File: src/rtl/core/ird_pkg.sv
package ird_pkg;

   localparam int DEFAULT_DEPTH = 128;
   localparam int WORD_W        = 32;

   typedef enum logic [1:0] {
      REQ_ENQ       = 2'd0,
      REQ_DEQ_FRONT = 2'd1,
      REQ_DEQ_REAR  = 2'd2
   } req_code_type;

   typedef enum logic [1:0] {
      ST_OK    = 2'd0,
      ST_FULL  = 2'd1,
      ST_EMPTY = 2'd2
   } status_code_type;

   typedef enum logic [1:0] {
      S_IDLE,
      S_EXEC,
      S_LOAD
   } ctrl_state_type;

   typedef struct packed {
      logic capture;
      logic exec;
      logic load_out;
   } ird_cmd_type;

   typedef struct packed {
      logic out_busy;
   } ird_sts_type;

endpackage

File: src/rtl/core/ird_ctrl.sv
module ird_ctrl import ird_pkg::*; (
   input  logic        clock,
   input  logic        reset,
   input  logic        req_valid,
   output logic        req_ready,
   input  ird_sts_type sts,
   output ird_cmd_type cmd
);

   ctrl_state_type state_ff, state_in;

   always_ff @(posedge clock) begin
      if (reset) begin
         state_ff <= S_IDLE;
      end else begin
         state_ff <= state_in;
      end
   end

   always_comb begin
      state_in  = state_ff;
      req_ready = 1'b0;
      cmd       = '0;
      case (state_ff)
         S_IDLE: begin
            req_ready = 1'b1;
            if (req_valid) begin
               cmd.capture = 1'b1;
               state_in    = S_EXEC;
            end
         end
         S_EXEC: begin
            cmd.exec = 1'b1;
            state_in = S_LOAD;
         end
         S_LOAD: begin
            // hold until the output register is free
            if (!sts.out_busy) begin
               cmd.load_out = 1'b1;
               state_in     = S_IDLE;
            end
         end
         default: begin
            state_in = S_IDLE;
         end
      endcase
   end

endmodule

File: config.mk
export PLATFORM = sky130hd
export DESIGN_NAME = ird_ctrl
export DESIGN_NICKNAME = d
export VERILOG_FILES = /design/src/rtl/core/ird_pkg.sv /design/src/rtl/core/ird_ctrl.sv
export SDC_FILE = /design/constraint.sdc
export NUM_CORES = 1
export LEC_CHECK = 0
export BUFFER_PORTS_ARGS = -buffer_cell sky130_fd_sc_hd__buf_2
export CAP_MARGIN = 20
export CORE_AREA = 8 8 45 47
export DETAILED_ROUTE_END_ITERATION = 6
export DIE_AREA = 0 0 53 55
export PLACE_DENSITY_LB_ADDON = 0.15
export SLEW_MARGIN = 20
export SYNTH_ARGS = -nofsm -noshare
export SYNTH_HDL_FRONTEND = slang
export SYNTH_SLANG_ARGS = --single-unit
export TNS_END_PERCENT = 50
File: constraint.sdc
create_clock -name clock -period 0.87 [get_ports clock]
set_input_delay 0.087 -clock clock [delete_from_list [all_inputs] [get_ports clock]]
set_output_delay 0.087 -clock clock [all_outputs]
set_load 0.01 [all_outputs]
Word-level counts from Yosys, hierarchy flattened
Cells that the tools add are included.
Operators by class
  equality and inequality tests: 4
  reduce and logical (&&, ||, !) cells: 2
  muxes and demuxes: 9
Operators by type and width (count)
  $mux W1: 6
  $pmux W2 S3: 1
  $mux W2: 2
  $ne A2 B2 Y1 const B: 2
  $eq A2 B1 Y1 const B: 1
  $eq A2 B2 Y1 const B: 1
  $logic_not A2 Y1: 1
  $reduce_and A2 Y1: 1
Storage, ports and cells
  register bits after elaboration: 2
  output and inout port bits: 4

Logic depth before layout (Yosys ltp)
Gate-level depths: netlist of the first run.
  depth after elaboration: 3
  depth in mapped cells: 2

Least setup slack after synthesis of the first run
Ideal clock, no wire load.
  kind: register to register
  start point: register state_ff[0]
  end point: register state_ff[0]
  library setup time: 57 ps
  data arrival time: 757 ps
  required time: 813 ps
  slack: 56 ps
  cell stages (with the launch flop): 3
  path buffers: 0
  clock period less this slack: 814 ps
  path through: dfxtp_1 -> nor3b_2 -> and2b_2
Between the ends
  word-level cells in the longest chain between the ends: 3
  elaborated cells between the ends (all ways): 7
Ends and longest elaborated chain
  start: declaration: line ird_ctrl.sv:10  | ctrl_state_type state_ff, state_in;
  start signal: assignment: line ird_ctrl.sv:16  | state_ff <= state_in;
  $eq A2 B2 Y1 / $logic_not A2 Y1 (equally long branches): line ird_ctrl.sv:24  | case (state_ff)
  $ne A2 B2 Y1 (no line)
  $reduce_and A2 Y1 (no line)
Parallel ways exist; a longest one is shown, timed or not.
A chain may end at the register's enable or synchronous reset.

==> results of run 1 <==
-- kinds of logic after synthesis --
family	count (synthesis)	synth area share
AND/OR/NAND/NOR	6	0.487
flip-flops	2	0.421
buffers and inverters	1	0.0394
AO/OA/AOI/OAI	1	0.0526
-- per-layer routing --
layer | track usage | part of all wire | wire (um)
met2 | 0.0410 | 0.55 | 181
met5 | 0 | 0 | 0
met4 | 0.0388 | 0 | 0
met1 | 0.0211 | 0.31 | 103
met3 | 0.00535 | 0.14 | 47
-- where the power goes --
group	total (mW)	leakage, nW	switching (mW)	internal (mW)
combinational	0.0560	0.0584	0.0238	0.0322
sequential	0.107	0.0175	0.00918	0.0980
clock	0.198	0.0138	0.0464	0.152
-- repair_timing --
action                                  4_1_cts  5_1_grt
pin swaps                                     1        0
endpoints found under the setup margin        4        4
resized for setup                             6        1
gates cloned                                  0        0
-- metrics by stage --
step / utilization / std cells / hold WS, ns / setup WS, ns
after floorplan: - / 10 / 0.156 / 0.0557
after global placement: 0.108 / 33 / 0.261 / 0.0440
after detailed placement: 0.108 / 33 / 0.262 / 0.0675
after CTS: 0.140 / 36 / 0.0184 / -0.123
after global routing: 0.142 / 36 / 0.0398 / -0.182
final: 0.142 / 36 / 0.0311 / -0.123
-- how the worst max path moves through the flow --
stage                start           to  cells after the start
5_1_grt        state_ff[1]       cmd[2]                      2
4_1_cts        state_ff[0]       cmd[2]                      2
2_1_floorplan  state_ff[0]  state_ff[0]                      2
3_3_place_gp   state_ff[1]       cmd[0]                      2
3_5_place_dp   state_ff[1]       cmd[0]                      2
6_report       state_ff[0]       cmd[2]                      2
-- cell type report --
class	count	area, um2
Clock buffer	3	22.5
Fill cell	166	1190
Inverter	1	3.75
Multi-Input combinational cell	7	63.8
Sequential cell	2	45.0
Tap cell	16	20.0
Timing Repair Buffer	7	41.3
-- synth_stat cells --
cell      n
a21oi_1   1
and2b_2   1
dfxtp_1   2
inv_1     1
nand2b_1  1
nand3b_1  1
nor2_1    1
nor3b_1   1
nor3b_2   1
==> results by group, run 1 <==
Worst setup path
  • Critical-path cell with the highest stage delay: dfxtp_4
  • R2R depth: 2
  • Crit path cell chain: nor3b_2 -> buf_2
  • Family with the most delay on the worst path: flip-flops
  • RR Startpoint: state_ff[0]
  • Setup crit start kind: flop
  • Worst EP arrival: 0.91 ns
  • Crit-path max cell delay: 0.35 ns
  • Crit end category: primary output
  • WS Path Type: flop to primary output
  • Reg2reg setup slack: 0.12 ns
  • CP required: 0.78 ns
  • Worst path bufs/invs: 1
  • Reg2reg end: state_ff[0]
  • Crit Path Max Fanout: 5

STA
  • Peak Freq: 1010 MHz
  • Least-Margin Pin Slew: 0.148 ns
  • Final Max Tran Viols: 0
  • Setup violations, final: 4
  • Layout Skew: 0.00174 ns
  • Final setup margin: -0.123 ns
  • Final setup TNS: -0.312 ns
  • Final min period: 0.993 ns
  • Rel. slew slack: 0.901
  • RSZ-0062 raised after global routing: true
  • Final Hold Viols: 0
  • Final period util: 1.14

Route
  • Detailed Route WL: 332 um
  • Vias per cell: 3.11
  • Via count: 112
  • Drt pass-1 iters: 1
  • Remaining DRCs: 0
  • Detail Route Antenna Nets: 0
  • Routed wire per std cell: 9.22 um
  • DR iter-0 viols: 0

CTS
  • Clock-pin slew on the worst setup and hold paths: 0.03 ns
  • Clock sinks: 2
  • Root Buffer: clkbuf_4
  • Hold Buf Count CTS: 0
  • H-tree depth: 1
  • Cts bufs inserted: 3
  • CTS tree: yes
  • Setup bufs post-CTS: 0
  • Worst-Skew Late Latency: 0.22 ns
  • CTS max path bufs: 2

Final layout
  • Top flop regs: state_ff (2)
  • Post-layout net count: 26
  • Most common cell after layout, fill and taps aside: buf_2
  • Max FFs per register: 2
  • Layout cell share with drive strength beyond 1: 0.850
  • Diode count: 0
  • Reg with most FFs: state_ff
  • Most frequent cells in the layout: 6 x buf_2, 3 x clkbuf_4, 2 x nor3b_2
  • Area Growth Syn to Fin: 107%
  • Cell area after layout: 196 um2

GRT
  • Initial antenna violation count: 0
  • First-pass GRT wire length: 510 um
  • Global route total overflow: 0
  • Gr usage total: 0.0251
  • Largest net degree at the start of global routing: 6
  • Vias in the first global route: 143

Synth
  • Top cell type by total area after synthesis: dfxtp_1
  • Syn Area/Cell: 9.51 um2
  • Post-synthesis register bit count: 2
  • Sequential element share of the synthesized area: 0.421
  • Warnings from Yosys: 0
  • Yosys top cell area share: 0.421
  • Cell count after synthesis: 10
  • Synth cell types: 9
  • Syn_nets: 14
  • Mapped Area: 95.1 um2
  • Top cells by area, synth: dfxtp_1 42%, nor3b_2 13%, and2b_2 9.2%, nand3b_1 7.9%, nor3b_1 7.9%

Run
  • Maxcap violations: 0

Die
  • FP Rows: 14
  • I/O Pins: 8
  • Core area: 1380 um2
  • Die H: 55 um
  • Die span in x: 53 um
  • Initial core utilization: 0.0687
  • Die footprint: 2920 um2

Power
  • P_leak: 0.0898 nW
  • PD cells: 1840 nW/um2
  • Tot Pwr: 361 uW
  • VDD IR-drop max: 0.385 mV

Min path
  • Worst Hold Launch: reset
  • Hold Crit Endpoint: state_ff[1]
  • Min-delay worst type: primary input to flop
  • Hold Crit Depth: 2

Status
  • Status: finished, violations left
  • Violated checks: setup timing

Placement
  • Area post-placement: 150 um2
  • Gpl congestion: 0.644
  • PortBufs: 7
(Power assumes the default switching activity.)
==> inputs of run 2 (changes only) <==
==> constraint.sdc (replaced) <==
create_clock -name clock -period 0.87 [get_ports clock]
set_input_delay 0.0435 -clock clock [delete_from_list [all_inputs] [get_ports clock]]
set_output_delay 0.0435 -clock clock [all_outputs]
set_load 0.01 [all_outputs]
==> run 2 against run 1 <==
- global-route usage decreased by 0.11 points
- via count increased by 11%
- critical endpoint unchanged
- the flow still finishes with violations (setup timing)
- clock-buffer cell count unchanged
==> results by group, run 2 (same netlist as run 1, synthesis figures left out) <==
Status
  • Status: finished, violations left
  • Violated checks: setup timing

Placement
  • Gpl congestion: 0.627 (-2.6%)
  • Area post-placement: 150 um2 (unchanged)
  • PortBufs: 7 (unchanged)
  • DP HPWL: 244 um

Final layout
  • Diode count: 0 (unchanged)
  • Most frequent cells in the layout: 7 x buf_2, 3 x clkbuf_4, 2 x nor3b_2, 2 x dfxtp_4
  • Top flop regs: state_ff (2)
  • Post-layout net count: 29 (+12%)
  • Cell area after layout: 214 um2 (+8.9%)
  • Max FFs per register: 2 (unchanged)
  • Reg with most FFs: state_ff
  • Layout cell share with drive strength beyond 1: 0.739 (-0.111)
  • Area Growth Syn to Fin: 125%
  • Most common cell after layout, fill and taps aside: buf_2
  • Fillers: 166 (unchanged)

Worst setup path
  • Crit-path max cell delay: 0.35 ns (about the same)
  • RR Startpoint: state_ff[0]
  • Crit Path Max Fanout: 5 (unchanged)
  • Critical-path cell with the highest stage delay: dfxtp_4
  • Reg2reg end: state_ff[0]
  • CP required: 0.83 ns (+0.05 ns)
  • WS Path Type: flop to primary output
  • Crit end category: primary output
  • Crit path cell chain: nor3b_2 -> buf_2
  • R2R depth: 4 (+2)
  • Setup crit start kind: flop
  • Worst EP arrival: 0.91 ns (about the same)
  • Reg2reg setup slack: -0.06 ns (-0.18 ns)

GRT
  • Global route total overflow: 0 (unchanged)
  • Vias in the first global route: 132 (-7.7%)
  • First-pass GRT wire length: 489 um (-4.1%)
  • Gr usage total: 0.0240 (-0.00106)
  • Largest net degree at the start of global routing: 6 (unchanged)
  • Initial antenna violation count: 0 (unchanged)

Route
  • Detailed Route WL: 308 um (-7.2%)
  • Routed wire per std cell: 7.90 um (-14%)
  • DR iter-0 viols: 0 (unchanged)
  • Drt pass-1 iters: 1 (unchanged)
  • Via count: 124 (+11%)
  • Remaining DRCs: 0 (unchanged)
  • Detail Route Antenna Nets: 0 (unchanged)
  • Vias per cell: 3.18 (+2.2%)

Min path
  • Worst Hold Launch: sts
  • Hold Crit Depth: 3 (+1)
  • Min-delay worst type: primary input to flop
  • Hold Crit Endpoint: state_ff[1]

Die
  • Die footprint: 2920 um2 (unchanged)
  • Die H: 55 um (unchanged)
  • FP Rows: 14 (unchanged)
  • Initial core utilization: 0.0687 (unchanged)
  • I/O Pins: 8 (unchanged)
  • Die span in x: 53 um (unchanged)
  • Core area: 1380 um2 (unchanged)

Run
  • Maxcap violations: 0 (unchanged)

STA
  • Final setup TNS: -0.248 ns (+0.0645 ns)
  • Setup violations, final: 4 (unchanged)
  • Rel. slew slack: 0.901 (about the same)
  • Final setup margin: -0.0883 ns (+0.0351 ns)
  • RSZ-0062 raised after global routing: true
  • Final Hold Viols: 0 (unchanged)
  • Final min period: 0.958 ns (-0.0351 ns)
  • Peak Freq: 1040 MHz (+3.7%)
  • Final Max Tran Viols: 0 (unchanged)
  • Least-Margin Pin Slew: 0.148 ns (-0.000644 ns)
  • Final period util: 1.10 (-0.0404)
  • Layout Skew: 0.000295 ns (-0.00145 ns)

CTS
  • Worst-Skew Late Latency: 0.22 ns (about the same)
  • H-tree depth: 1 (unchanged)
  • Clock sinks: 2 (unchanged)
  • CTS max path bufs: 2 (unchanged)
  • Root Buffer: clkbuf_4
  • CTS tree: yes
  • Cts bufs inserted: 3 (unchanged)
  • Clock-pin slew on the worst setup and hold paths: 0.03 ns (about the same)

Power
  • Tot Pwr: 364 uW (+0.91%)
  • VDD IR-drop max: 0.174 mV (-55%)
  • P_leak: 0.104 nW (+16%)
  • PD cells: 1700 nW/um2 (-7.4%)
[run 2: cell count changes in the layout (fill, tap and decap cells not counted), sizes merged]
cell,before,now
buf,7,9
dlygate4sd3,0,1
[run 2: power by group]
group / switching (mW) / internal (mW) / total, mW
Combinational: 0.0244 / 0.0399 / 0.0644
Clock: 0.0447 / 0.151 / 0.196
Sequential: 0.00761 / 0.0963 / 0.104
Total: 0.0768 / 0.288 / 0.364
[run 2: per-stage QoR]
stage / utilization / setup slack (ns) / hold slack (ns) / instances
floorplan: - / 0.0557 / 0.113 / 10
global placement: 0.108 / 0.103 / 0.219 / 33
detailed placement: 0.108 / 0.107 / 0.217 / 33
CTS: 0.143 / -0.0776 / 0.104 / 38
global route: 0.155 / -0.121 / 0.121 / 39
finish: 0.155 / -0.0883 / 0.111 / 39
[run 2: layer usage]
| layer | wire length (um) | GRT usage | share of wire | up-vias |
|---|---|---|---|---|
| met5 | 0 | 0 | 0 | - |
| met2 | 156 | 0.0313 | 0.51 | 7 |
| met4 | 0 | 0.0388 | 0 | 0 |
| met3 | 55 | 0.0160 | 0.18 | 0 |
| li1 | - | - | - | 59 |
| met1 | 96 | 0.0197 | 0.31 | 58 |
[run 2: how the worst max path moves through the flow]
stage	from	endpoint	slack [ns]
after floorplan	state_ff[0]	state_ff[0]	0.06
after global placement	state_ff[1]	cmd[0]	0.10
after detailed placement	state_ff[1]	cmd[0]	0.11
after CTS	state_ff[1]	cmd[2]	-0.08
after global routing	state_ff[1]	cmd[1]	-0.12
final	state_ff[0]	cmd[2]	-0.09
[run 2: worst max-delay path, delay by kind of cell, from the launching register on]
kind	cells	cell delay, ns
flip-flops	1	0.35
AND/OR/NAND/NOR	1	0.19
buffers and inverters	1	0.16
[run 2: timing repair]
| item | CTS | global route |
|---|---|---|
| pin swaps | 1 | 2 |
| resized for setup | 3 | 3 |
| hold endpoints to repair | 1 | 0 |
| buffers inserted | 1 | 1 |
| hold buffers | 1 | 0 |
| endpoints found under the setup margin | 3 | 3 |
[run 2: final cells by class]
class,instances,area (um2),area share
Timing Repair Buffer,10,63.8,0.298
Multi-Input combinational cell,7,56.3,0.263
Sequential cell,2,47.5,0.222
Clock buffer,3,22.5,0.105
Tap cell,16,20.0,0.0936
Inverter,1,3.75,0.0175
